==> src/rtl/ipv_pkg.sv <==
// Package for the address text validator: item types, parse modes, constants.
// Used by every module under rtl; no dependencies.
package ipv_pkg;

    localparam logic [3:0] GAP_NONE = 4'd15;
    localparam int QueueDepth = 2;

    typedef enum logic [1:0] {
        MODE_UNDECIDED = 2'd0,
        MODE_V4        = 2'd1,
        MODE_V6        = 2'd2,
        MODE_TAIL      = 2'd3
    } mode_t;

    typedef enum logic [1:0] {
        PC_NONE   = 2'd0,
        PC_SINGLE = 2'd1,
        PC_DOUBLE = 2'd2
    } colon_t;

    typedef struct packed {
        logic [7:0] ch;
        logic       last;
    } in_item_t;

    typedef struct packed {
        logic        valid_res;
        logic        is_v6;
        logic [63:0] addr_hi;
        logic [63:0] addr_lo;
    } out_item_t;

    // Classified character, front to back.
    typedef struct packed {
        logic       is_dec;
        logic       is_hex;
        logic       is_dot;
        logic       is_colon;
        logic       is_zero;
        logic [3:0] val;
        logic       last;
    } cls_t;

endpackage

==> src/rtl/ip_address_text_validator.sv <==
// Top level of the address text validator: front classify, queue, back parse.
// Depends on ipv_pkg, ipv_front, ipv_queue, ipv_back.
//
// Usage: feed the address text one character per item on in_item
// (ch, last) with in_valid; the block stalls via in_stall. Set last on the
// final character. For each string one result item leaves on out_item with
// out_valid; hold out_stall high to make it wait.
// Throughput: one character per cycle while out_stall is low, with no gap between strings;
// the back parser advances one character per clock unless a stalled result holds it.
// The last accepted character passes the classify register, then a queue slot,
// and is parsed into the result register, where out_valid rises.
// Reset: all parse state clears, no result is pending, the queue empties.
// Stall: a stalled result holds in the output register and the back parser
// pauses; the queue and the classify register fill, then in_stall rises.
// Nothing is dropped.
// IPv4 text is reported as the mapped address ::ffff:a.b.c.d; an invalid
// string yields zero address bits.
module ip_address_text_validator
    import ipv_pkg::*;
#(
    parameter int QDepth = QueueDepth
)
(
    input  logic      clk,
    input  logic      rst_n,
    input  in_item_t  in_item,
    input  logic      in_valid,
    output logic      in_stall,
    output out_item_t out_item,
    output logic      out_valid,
    input  logic      out_stall
);
    cls_t f_cls, q_cls;
    logic f_vld, f_stl, q_vld, q_stl;

    ipv_front u_front (
        .clk, .rst_n, .in_item, .in_valid, .in_stall,
        .cls(f_cls), .cls_valid(f_vld), .cls_stall(f_stl)
    );

    ipv_queue #(.Depth(QDepth)) u_queue (
        .clk, .rst_n,
        .wr_data(f_cls), .wr_valid(f_vld), .wr_stall(f_stl),
        .rd_data(q_cls), .rd_valid(q_vld), .rd_stall(q_stl)
    );

    ipv_back u_back (
        .clk, .rst_n, .cls(q_cls), .cls_valid(q_vld), .cls_stall(q_stl),
        .out_item, .out_valid, .out_stall
    );
endmodule

==> src/rtl/ipv_front.sv <==
// Front part: accepts characters and classifies them into digit/separator codes.
// Depends on ipv_pkg.
module ipv_front
    import ipv_pkg::*;
(
    input  logic     clk,
    input  logic     rst_n,
    input  in_item_t in_item,
    input  logic     in_valid,
    output logic     in_stall,
    output cls_t     cls,
    output logic     cls_valid,
    input  logic     cls_stall
);
    cls_t cls_reg, cls_next;
    logic vld_reg;
    logic [7:0] c;

    assign in_stall = vld_reg && cls_stall;
    assign c = in_item.ch;

    always_comb
    begin
        cls_next.is_dec   = (c >= 8'h30) && (c <= 8'h39);
        cls_next.is_hex   = cls_next.is_dec || ((c >= 8'h61) && (c <= 8'h66))
                            || ((c >= 8'h41) && (c <= 8'h46));
        cls_next.is_dot   = (c == 8'h2e);
        cls_next.is_colon = (c == 8'h3a);
        cls_next.is_zero  = (c == 8'h30);
        if (cls_next.is_dec)
            cls_next.val = c[3:0];
        else
            cls_next.val = c[3:0] + 4'd9;
        cls_next.last = in_item.last;
    end

    always_ff @(posedge clk or negedge rst_n)
    begin
        if (!rst_n)
            vld_reg <= 1'b0;
        else if (!in_stall)
            vld_reg <= in_valid;
    end

    always_ff @(posedge clk)
    begin
        if (in_valid && !in_stall)
            cls_reg <= cls_next;
    end

    assign cls       = cls_reg;
    assign cls_valid = vld_reg;
endmodule

==> src/rtl/ipv_queue.sv <==
// Short FIFO between the classify front and the parse back.
// Depends on ipv_pkg.
module ipv_queue
    import ipv_pkg::*;
#(
    parameter int Depth = QueueDepth
)
(
    input  logic clk,
    input  logic rst_n,
    input  cls_t wr_data,
    input  logic wr_valid,
    output logic wr_stall,
    output cls_t rd_data,
    output logic rd_valid,
    input  logic rd_stall
);
    localparam int AW = (Depth > 1) ? $clog2(Depth) : 1;
    cls_t mem [Depth];
    logic [AW-1:0] wp_reg, rp_reg;
    logic [AW:0]   cnt_reg;
    logic wr, rd;

    assign wr_stall = (cnt_reg == (AW+1)'(Depth));
    assign rd_valid = (cnt_reg != '0);
    assign rd_data  = mem[rp_reg];
    assign wr = wr_valid && !wr_stall;
    assign rd = rd_valid && !rd_stall;

    always_ff @(posedge clk or negedge rst_n)
    begin
        if (!rst_n)
        begin
            wp_reg  <= '0;
            rp_reg  <= '0;
            cnt_reg <= '0;
        end
        else
        begin
            if (wr)
                wp_reg <= (wp_reg == AW'(Depth-1)) ? '0 : wp_reg + 1'b1;
            if (rd)
                rp_reg <= (rp_reg == AW'(Depth-1)) ? '0 : rp_reg + 1'b1;
            if (wr && !rd)
                cnt_reg <= cnt_reg + 1'b1;
            else if (rd && !wr)
                cnt_reg <= cnt_reg - 1'b1;
        end
    end

    always_ff @(posedge clk)
    begin
        if (wr)
            mem[wp_reg] <= wr_data;
    end
endmodule

==> src/rtl/ipv_back.sv <==
// Back part: parse state machine per character, verdict and address on last.
// Depends on ipv_pkg.
module ipv_back
    import ipv_pkg::*;
(
    input  logic      clk,
    input  logic      rst_n,
    input  cls_t      cls,
    input  logic      cls_valid,
    output logic      cls_stall,
    output out_item_t out_item,
    output logic      out_valid,
    input  logic      out_stall
);
    logic [15:0] grp_reg [8];
    logic [15:0] grp_next [8];
    logic [3:0]  gcnt_reg, gcnt_next;
    logic [3:0]  gap_reg, gap_next;
    logic [16:0] hex_reg, hex_next;
    logic [8:0]  dec_reg, dec_next;
    logic [1:0]  run_reg, run_next;
    logic        rz_reg, rz_next;
    logic        let_reg, let_next;
    logic [7:0]  oct_reg [3];
    logic [7:0]  oct_next [3];
    logic [2:0]  oidx_reg, oidx_next;
    mode_t       mode_reg, mode_next;
    colon_t      pc_reg, pc_next;
    logic        fail_reg, fail_next;
    out_item_t   res_reg, res_next;
    logic        ovld_reg;
    logic        take;

    assign cls_stall = ovld_reg && out_stall;
    assign take      = cls_valid && !cls_stall;
    assign out_item  = res_reg;
    assign out_valid = ovld_reg;

    function automatic logic oct_ok(logic [1:0] run, logic lt, logic [8:0] d, logic rz);
        return (run != 2'd0) && !lt && (d <= 9'd255) && !((run > 2'd1) && rz);
    endfunction

    logic [20:0] hmul;
    logic [12:0] dmul;
    logic        ok, endg_ok, fin_ok;
    logic [15:0] g [8];
    logic [15:0] fg [8];
    logic [3:0]  fcnt, shift, src;
    logic [7:0]  o3;

    always_comb
    begin
        for (int k = 0; k < 8; k++) grp_next[k] = grp_reg[k];
        for (int k = 0; k < 3; k++) oct_next[k] = oct_reg[k];
        gcnt_next = gcnt_reg; gap_next = gap_reg; hex_next = hex_reg;
        dec_next = dec_reg; run_next = run_reg; rz_next = rz_reg;
        let_next = let_reg; oidx_next = oidx_reg; mode_next = mode_reg;
        pc_next = pc_reg; fail_next = fail_reg;
        hmul = {hex_reg, 4'd0} + 21'(cls.val);
        dmul = 13'({dec_reg, 3'd0}) + 13'({dec_reg, 1'b0}) + 13'(cls.val);
        endg_ok = (run_reg != 2'd0) && (hex_reg <= 17'hFFFF) && (gcnt_reg < 4'd8);
        ok = oct_ok(run_reg, let_reg, dec_reg, rz_reg);

        if (!fail_reg)
        begin
            if (cls.is_hex)
            begin
                if ((mode_reg == MODE_V4 || mode_reg == MODE_TAIL) && !cls.is_dec)
                    fail_next = 1'b1;
                else if (mode_reg == MODE_V6 && (gcnt_reg >= 4'd8 ||
                         (pc_reg == PC_SINGLE && gcnt_reg == 4'd0 && gap_reg == GAP_NONE)))
                    fail_next = 1'b1;
                else
                begin
                    if (mode_reg == MODE_V6) pc_next = PC_NONE;
                    if (run_reg == 2'd0) rz_next = cls.is_zero;
                    if (run_reg != 2'd3) run_next = run_reg + 2'd1;
                    hex_next = (hmul > 21'h10000) ? 17'h10000 : hmul[16:0];
                    if (cls.is_dec)
                        dec_next = (dmul > 13'd256) ? 9'd256 : dmul[8:0];
                    else
                        let_next = 1'b1;
                end
            end
            else if (cls.is_dot)
            begin
                if (mode_reg == MODE_UNDECIDED)
                begin
                    if (!ok) fail_next = 1'b1;
                    else
                    begin
                        oct_next[0] = dec_reg[7:0]; oidx_next = 3'd1; mode_next = MODE_V4;
                    end
                end
                else if (mode_reg == MODE_V6)
                begin
                    if (run_reg == 2'd0 || hex_reg > 17'hFFFF ||
                        (gap_reg == GAP_NONE && gcnt_reg != 4'd6) || gcnt_reg > 4'd6 || !ok)
                        fail_next = 1'b1;
                    else
                    begin
                        oct_next[0] = dec_reg[7:0]; oidx_next = 3'd1; mode_next = MODE_TAIL;
                    end
                end
                else
                begin
                    if (!ok || oidx_reg >= 3'd3) fail_next = 1'b1;
                    else
                    begin
                        oct_next[oidx_reg[1:0]] = dec_reg[7:0];
                        oidx_next = oidx_reg + 3'd1;
                    end
                end
                if (!fail_next)
                begin
                    hex_next = '0; dec_next = '0; run_next = '0; rz_next = 1'b0;
                    let_next = 1'b0;
                end
            end
            else if (cls.is_colon)
            begin
                if (mode_reg == MODE_UNDECIDED || mode_reg == MODE_V6)
                begin
                    if (mode_reg == MODE_UNDECIDED) mode_next = MODE_V6;
                    if (run_reg != 2'd0)
                    begin
                        if (!endg_ok) fail_next = 1'b1;
                        else
                        begin
                            grp_next[gcnt_reg[2:0]] = hex_reg[15:0];
                            gcnt_next = gcnt_reg + 4'd1;
                            hex_next = '0; dec_next = '0; run_next = '0;
                            rz_next = 1'b0; let_next = 1'b0;
                            pc_next = PC_SINGLE;
                        end
                    end
                    else if (mode_reg == MODE_UNDECIDED)
                        pc_next = PC_SINGLE;
                    else if (pc_reg == PC_SINGLE)
                    begin
                        if (gap_reg != GAP_NONE) fail_next = 1'b1;
                        else
                        begin
                            gap_next = gcnt_reg; pc_next = PC_DOUBLE;
                        end
                    end
                    else
                        fail_next = 1'b1;
                end
                else
                    fail_next = 1'b1;
            end
            else
                fail_next = 1'b1;
        end

        // Verdict on the state after this character.
        fin_ok = !fail_next && (mode_next != MODE_UNDECIDED);
        for (int k = 0; k < 8; k++) g[k] = grp_next[k];
        fcnt = gcnt_next;
        o3 = dec_next[7:0];
        for (int k = 0; k < 8; k++) fg[k] = '0;
        if (mode_next == MODE_V4 || mode_next == MODE_TAIL)
        begin
            if (oidx_next != 3'd3 || !oct_ok(run_next, let_next, dec_next, rz_next))
                fin_ok = 1'b0;
            if (mode_next == MODE_TAIL)
            begin
                if (fcnt > 4'd6) fin_ok = 1'b0;
                else
                begin
                    g[fcnt[2:0]] = {oct_next[0], oct_next[1]};
                    g[3'(fcnt[2:0] + 3'd1)] = {oct_next[2], o3};
                    fcnt = fcnt + 4'd2;
                end
            end
        end
        else if (run_next != 2'd0)
        begin
            if (hex_next > 17'hFFFF || fcnt >= 4'd8) fin_ok = 1'b0;
            else
            begin
                g[fcnt[2:0]] = hex_next[15:0];
                fcnt = fcnt + 4'd1;
            end
        end
        else if (pc_next != PC_DOUBLE)
            fin_ok = 1'b0;
        if (mode_next != MODE_V4)
        begin
            if (fcnt < 4'd8 && gap_next == GAP_NONE) fin_ok = 1'b0;
            if (fcnt >= 4'd8 && gap_next != GAP_NONE) fin_ok = 1'b0;
        end
        shift = 4'd8 - fcnt;
        for (int k = 0; k < 8; k++)
        begin
            src = 4'(k) - shift;
            if (mode_next == MODE_V4)
                fg[k] = (k == 5) ? 16'hFFFF :
                        (k == 6) ? {oct_next[0], oct_next[1]} :
                        (k == 7) ? {oct_next[2], o3} : 16'h0;
            else if (gap_next == GAP_NONE || 4'(k) < gap_next)
                fg[k] = g[k];
            else if (4'(k) >= gap_next + shift && src < fcnt)
                fg[k] = g[src[2:0]];
        end
        res_next.valid_res = fin_ok;
        res_next.is_v6 = (mode_next == MODE_V6 || mode_next == MODE_TAIL);
        res_next.addr_hi = fin_ok ? {fg[0], fg[1], fg[2], fg[3]} : 64'h0;
        res_next.addr_lo = fin_ok ? {fg[4], fg[5], fg[6], fg[7]} : 64'h0;
    end

    always_ff @(posedge clk or negedge rst_n)
    begin
        if (!rst_n)
        begin
            gcnt_reg <= '0; gap_reg <= GAP_NONE; hex_reg <= '0; dec_reg <= '0;
            run_reg <= '0; rz_reg <= 1'b0; let_reg <= 1'b0; oidx_reg <= '0;
            mode_reg <= MODE_UNDECIDED; pc_reg <= PC_NONE; fail_reg <= 1'b0;
            ovld_reg <= 1'b0;
            for (int k = 0; k < 8; k++) grp_reg[k] <= '0;
            for (int k = 0; k < 3; k++) oct_reg[k] <= '0;
        end
        else
        begin
            if (take && cls.last)
                ovld_reg <= 1'b1;
            else if (!out_stall)
                ovld_reg <= 1'b0;
            if (take)
            begin
                if (cls.last)
                begin
                    gcnt_reg <= '0; gap_reg <= GAP_NONE; hex_reg <= '0; dec_reg <= '0;
                    run_reg <= '0; rz_reg <= 1'b0; let_reg <= 1'b0; oidx_reg <= '0;
                    mode_reg <= MODE_UNDECIDED; pc_reg <= PC_NONE; fail_reg <= 1'b0;
                    for (int k = 0; k < 8; k++) grp_reg[k] <= '0;
                    for (int k = 0; k < 3; k++) oct_reg[k] <= '0;
                end
                else
                begin
                    gcnt_reg <= gcnt_next; gap_reg <= gap_next; hex_reg <= hex_next;
                    dec_reg <= dec_next; run_reg <= run_next; rz_reg <= rz_next;
                    let_reg <= let_next; oidx_reg <= oidx_next; mode_reg <= mode_next;
                    pc_reg <= pc_next; fail_reg <= fail_next;
                    for (int k = 0; k < 8; k++) grp_reg[k] <= grp_next[k];
                    for (int k = 0; k < 3; k++) oct_reg[k] <= oct_next[k];
                end
            end
        end
    end

    always_ff @(posedge clk)
    begin
        if (take && cls.last)
            res_reg <= res_next;
    end

    a_cnt: assert property (@(posedge clk) disable iff (!rst_n) gcnt_reg <= 4'd8)
        else $error("group count overflow");
    a_oidx: assert property (@(posedge clk) disable iff (!rst_n) oidx_reg <= 3'd3)
        else $error("octet index overflow");
    a_clr: assert property (@(posedge clk) disable iff (!rst_n)
        take && cls.last |=> mode_reg == MODE_UNDECIDED && !fail_reg)
        else $error("state not cleared after last");
    a_zero: assert property (@(posedge clk) disable iff (!rst_n)
        ovld_reg && !res_reg.valid_res |-> res_reg.addr_hi == 64'h0 && res_reg.addr_lo == 64'h0)
        else $error("invalid result carries address");
endmodule

==> config.mk <==
export PLATFORM = sky130hd
export DESIGN_NAME = ip_address_text_validator
export DESIGN_NICKNAME = d
export VERILOG_FILES = /design/src/rtl/ipv_pkg.sv /design/src/rtl/ip_address_text_validator.sv /design/src/rtl/ipv_front.sv /design/src/rtl/ipv_queue.sv /design/src/rtl/ipv_back.sv
export SDC_FILE = /design/constraint.sdc
export NUM_CORES = 2
export LEC_CHECK = 0
export BUFFER_PORTS_ARGS = -buffer_cell sky130_fd_sc_hd__buf_2
export CAP_MARGIN = 0
export CELL_PAD_IN_SITES_DETAIL_PLACEMENT = 0
export CELL_PAD_IN_SITES_GLOBAL_PLACEMENT = 1
export CORE_MARGIN = 2
export CORE_UTILIZATION = 45
export CTS_BUF_LIST = sky130_fd_sc_hd__clkbuf_2
export CTS_CLUSTER_SIZE = 8
export DETAILED_ROUTE_END_ITERATION = 7
export GPL_TIMING_DRIVEN = 1
export PLACE_DENSITY = 0.9
export REMOVE_ABC_BUFFERS = 1
export SLEW_MARGIN = 20
export SYNTH_ARGS = -nofsm -noshare
export SYNTH_HDL_FRONTEND = slang
export SYNTH_SLANG_ARGS = --single-unit
==> constraint.sdc <==
create_clock -name clk -period 8.2 [get_ports clk]
set_input_delay 0.82 -clock clk [delete_from_list [all_inputs] [get_ports clk]]
set_output_delay 0.82 -clock clk [all_outputs]
set_load 0.05 [all_outputs]
==> summary by stage <==
Yosys
In the post-synthesis netlist, the cell with the most instances is sky130_fd_sc_hd__nand2_1. Yosys mapped a number of flops with a built-in enable equal to 160. During synthesis, Yosys emitted a total of 0 warnings. The synthesized cell area is about 28000 um2.

For this run, the leading register cell type out of synthesis is sky130_fd_sc_hd__dfrtp_1. The biggest area contributor in the post-synthesis netlist is sky130_fd_sc_hd__dfrtp_1. The share of the Yosys chip area taken by registers is 34.86%.

The share of the synthesized area in the top cell type is 17.60%. Ranked by total cell area, the synthesized netlist is headed by sky130_fd_sc_hd__dfrtp_1 (18%), sky130_fd_sc_hd__edfxtp_1 (17%), sky130_fd_sc_hd__mux2i_1 (8.3%). The post-synthesis average cell area is 8.667 um2.

The flop and latch count out of synthesis is 364. After synthesis, the share of flip-flops with an asynchronous set or reset is 56.04%. The number of unique standard cell types used by synthesis is 100.

In the synthesized netlist, the cells that appear most often are sky130_fd_sc_hd__nand2_1 (373), sky130_fd_sc_hd__nor2_1 (314), sky130_fd_sc_hd__o21ai_0 (261), sky130_fd_sc_hd__mux2i_1 (237). Synthesis produced a netlist whose cell count is between 3000 and 4000.

Timing
The final worst clock skew is 0.1518 ns. The share of the clock period used by the worst path is 94.05%. The number of hold violations in the final report is 0. The smallest clock period supported by the final layout is computed as 7.712 ns. For the pin with the worst max-slew slack, the measured transition is 1.260 ns. Setup repair after global routing left no endpoint under its margin. In this run the tightest slew margin relative to its limit is 15.29%.

The maximum clock rate is 0.1297 GHz. The number of max-slew violations in the final report is 0. Setup violations remaining at the end of the flow were counted as 0.

Clock network
The number of hold-repair buffers added at the cts stage is 7. TritonCTS built the clock tree. The worst-skew pair later-pin latency is 1.29 ns.

Once the clock tree was built, the setup fixing pass inserted 0 buffers. The post-CTS clock slew at the launch and capture registers of the worst setup and hold paths is 0.12 ns. The count of instances resized after the clock tree is built is 0. The clock root buffer master is sky130_fd_sc_hd__clkbuf_2.

TritonCTS created slightly above 100 clock buffers. Counting every sink on the clock net gives about 360. The number of buffers on the longest clock path is 3. The H-tree depth is 3.

Outcome
The flow ran to the end, but the final reports show violations. The checks that failed: DRC.

Layout
The flip-flop count of the largest register, all copies and words added is 130. For this run, the post-layout net count is ~3500. The post-route standard cell area excluding fillers is 31290 um2. The number of fillers in the final layout is 6166. Of the cells placed in the final design, the portion with a size suffix greater than 1 is 17.24%. Compared with the post-synthesis result, the final layout area differs by 9.999%.

The register area is 9915 um2. The area of combinational cells with multiple inputs is 17480 um2.

Floorplanning
The die span in y is around 260 um. 145 I/O pins were placed. The floorplan step defined a die boundary enclosing ~65000 um2. The row count is 92. Once the floorplan was initialized, standard cells occupied 45.34% of the core. Measured along the x axis, the die boundary spans 255.4 um. In this run the standard cell core region covers around 63000 um2.

Setup path
The critical path startpoint category is a register. Data arrives at the worst endpoint at 8.71 ns. STA puts the critical path data required time at approximately 9.2 ns. The worst setup path is of the register to register kind.

The element type at the critical path end is a register. The largest driver fanout on the critical path is 14. The register-to-register setup slack is ~0.49 ns.

Detailed routing
The number of detailed-route iterations in the first pass is 8. The final wirelength is 130400 um. The wire length per cell is approximately 30 um. The count of routing violations after the opening detailed-route iteration is 5367. In the routed layout, each cell is associated on average with a via count of 7.138. The count of nets left with antenna violations after detail routing is 0. The vias after detailed routing is 30870. In the routed design, unresolved DRC markers number 10.

Placement
Buffers placed on the I/O ports in this run total approximately 140. The cell area after placement is 30210 um2. The congestion estimate from routability-driven global placement came to 1.043.

Detailed placement finished with a half-perimeter wire length of 93370 um.

GRT
Entering global routing, the biggest net connects 93 pins. The combined global-route utilization of all metal layers is 38.60%. The wire length of the first global-routing pass is 190400 um. The initial antenna violation count is 3. The number of global-route vias before repair is 28990.

For this run the aggregate overflow at the end of global routing stands at 0.

Run
The number of max-cap violations is 0.

Worst hold path
The tightest min-delay check is of the primary input to register type.
metal layers:
| layer | up-vias | routed length (um) | global-route usage, % |
|---|---|---|---|
| li1 | 12980 | - | - |
| met1 | 14560 | 46360 | 48.40 |
| met2 | 2663 | 54170 | 56.29 |
| met3 | 666 | 19080 | 12.91 |
| met4 | 0 | 10750 | 26.00 |
| met5 | - | 0 | 0 |
cells by family after synthesis:
| group | synth area share (%) |
|---|---|
| xor gates and xnor gates | 1.095 |
| and+or+nand+nor | 15.24 |
| buffers and inverters | 4.280 |
| AOI/OAI and AO/OA | 29.28 |
| DFF | 34.86 |
| muxes | 12.58 |
| adders and majority gates | 2.666 |
metrics by stage:
stage	hold WS (ns)	util, %	worst slack, ns	instances	setup TNS (ns)
global placement	0.4236	48.12	0.6849	4125	0
global route	0.02193	49.87	0.02388	4325	0
CTS	0.009265	49.82	0.7798	4319	0
finish	0.05591	49.87	0.4878	4325	0
detailed placement	0.4341	48.15	0.8136	4127	0
floorplan	0.4215	-	-6.443	3024	-968.38
placed cells by master (no fill, tap or decap), types with 30 or more instances in the layout:
cell	count
sky130_fd_sc_hd__nor3_1	77
sky130_fd_sc_hd__a211oi_1	93
sky130_fd_sc_hd__ha_1	54
sky130_fd_sc_hd__edfxtp_1	160
sky130_fd_sc_hd__o22ai_1	130
sky130_fd_sc_hd__inv_1	44
sky130_fd_sc_hd__mux2i_1	236
sky130_fd_sc_hd__o21ai_0	259
sky130_fd_sc_hd__mux2_2	75
sky130_fd_sc_hd__nand2_1	372
sky130_fd_sc_hd__nor2_1	308
sky130_fd_sc_hd__o32ai_1	35
sky130_fd_sc_hd__buf_2	146
sky130_fd_sc_hd__a222oi_1	30
sky130_fd_sc_hd__a22o_1	59
sky130_fd_sc_hd__buf_4	111
sky130_fd_sc_hd__a22oi_1	52
sky130_fd_sc_hd__clkbuf_2	150
sky130_fd_sc_hd__a221oi_1	39
sky130_fd_sc_hd__dfrtp_1	200
sky130_fd_sc_hd__a21oi_1	182
sky130_fd_sc_hd__o211ai_1	33
sky130_fd_sc_hd__nand3_1	64
final timing paths:
kind,endpoint,cells after the start,startpoint
setup reg to reg,u_back.out_item[16],20,u_back.gcnt_reg[0]
max in group asynchronous,u_back.grp_reg[70],3,rst_n
setup / recovery,u_back.out_item[16],20,u_back.gcnt_reg[0]
hold / removal,u_front.cls[1],2,in_item[1]
min in group asynchronous,u_back.grp_reg[69],2,rst_n
hold reg to reg,u_queue.mem[0][2],0,u_front.cls[2]
worst max-delay path, cell delays in order (launching register included):
cell                       delay [ns]
sky130_fd_sc_hd__dfrtp_1         0.55
sky130_fd_sc_hd__inv_2           0.22
sky130_fd_sc_hd__ha_1            0.17
sky130_fd_sc_hd__nor4bb_1        0.36
sky130_fd_sc_hd__a21oi_1         0.28
sky130_fd_sc_hd__o211ai_1        0.72
sky130_fd_sc_hd__nand2_1         0.20
sky130_fd_sc_hd__nor2_1          0.61
sky130_fd_sc_hd__o211ai_1        0.22
sky130_fd_sc_hd__xnor2_1         0.17
sky130_fd_sc_hd__o21ai_1         0.52
sky130_fd_sc_hd__inv_2           0.22
sky130_fd_sc_hd__ha_1            0.60
sky130_fd_sc_hd__ha_1            0.33
sky130_fd_sc_hd__a21oi_1         0.17
sky130_fd_sc_hd__xor2_1          0.23
sky130_fd_sc_hd__xnor2_1         0.24
sky130_fd_sc_hd__nand3b_1        0.23
sky130_fd_sc_hd__and4b_1         0.40
sky130_fd_sc_hd__nand3_1         0.65
sky130_fd_sc_hd__o32ai_1         0.47
layout make-up:
class	instances	share of cell area, %
multi-input combinational	2610	55.87
sequential	364	31.69
timing repair buffer	266	5.287
tap	846	3.383
clock buffer	149	2.383
clock inverter	36	0.7318
inverter	50	0.6199
antenna	4	0.03199
Power is not shown: default switching activity piles up to over one toggle a cycle in this logic, so the estimate is an artifact.
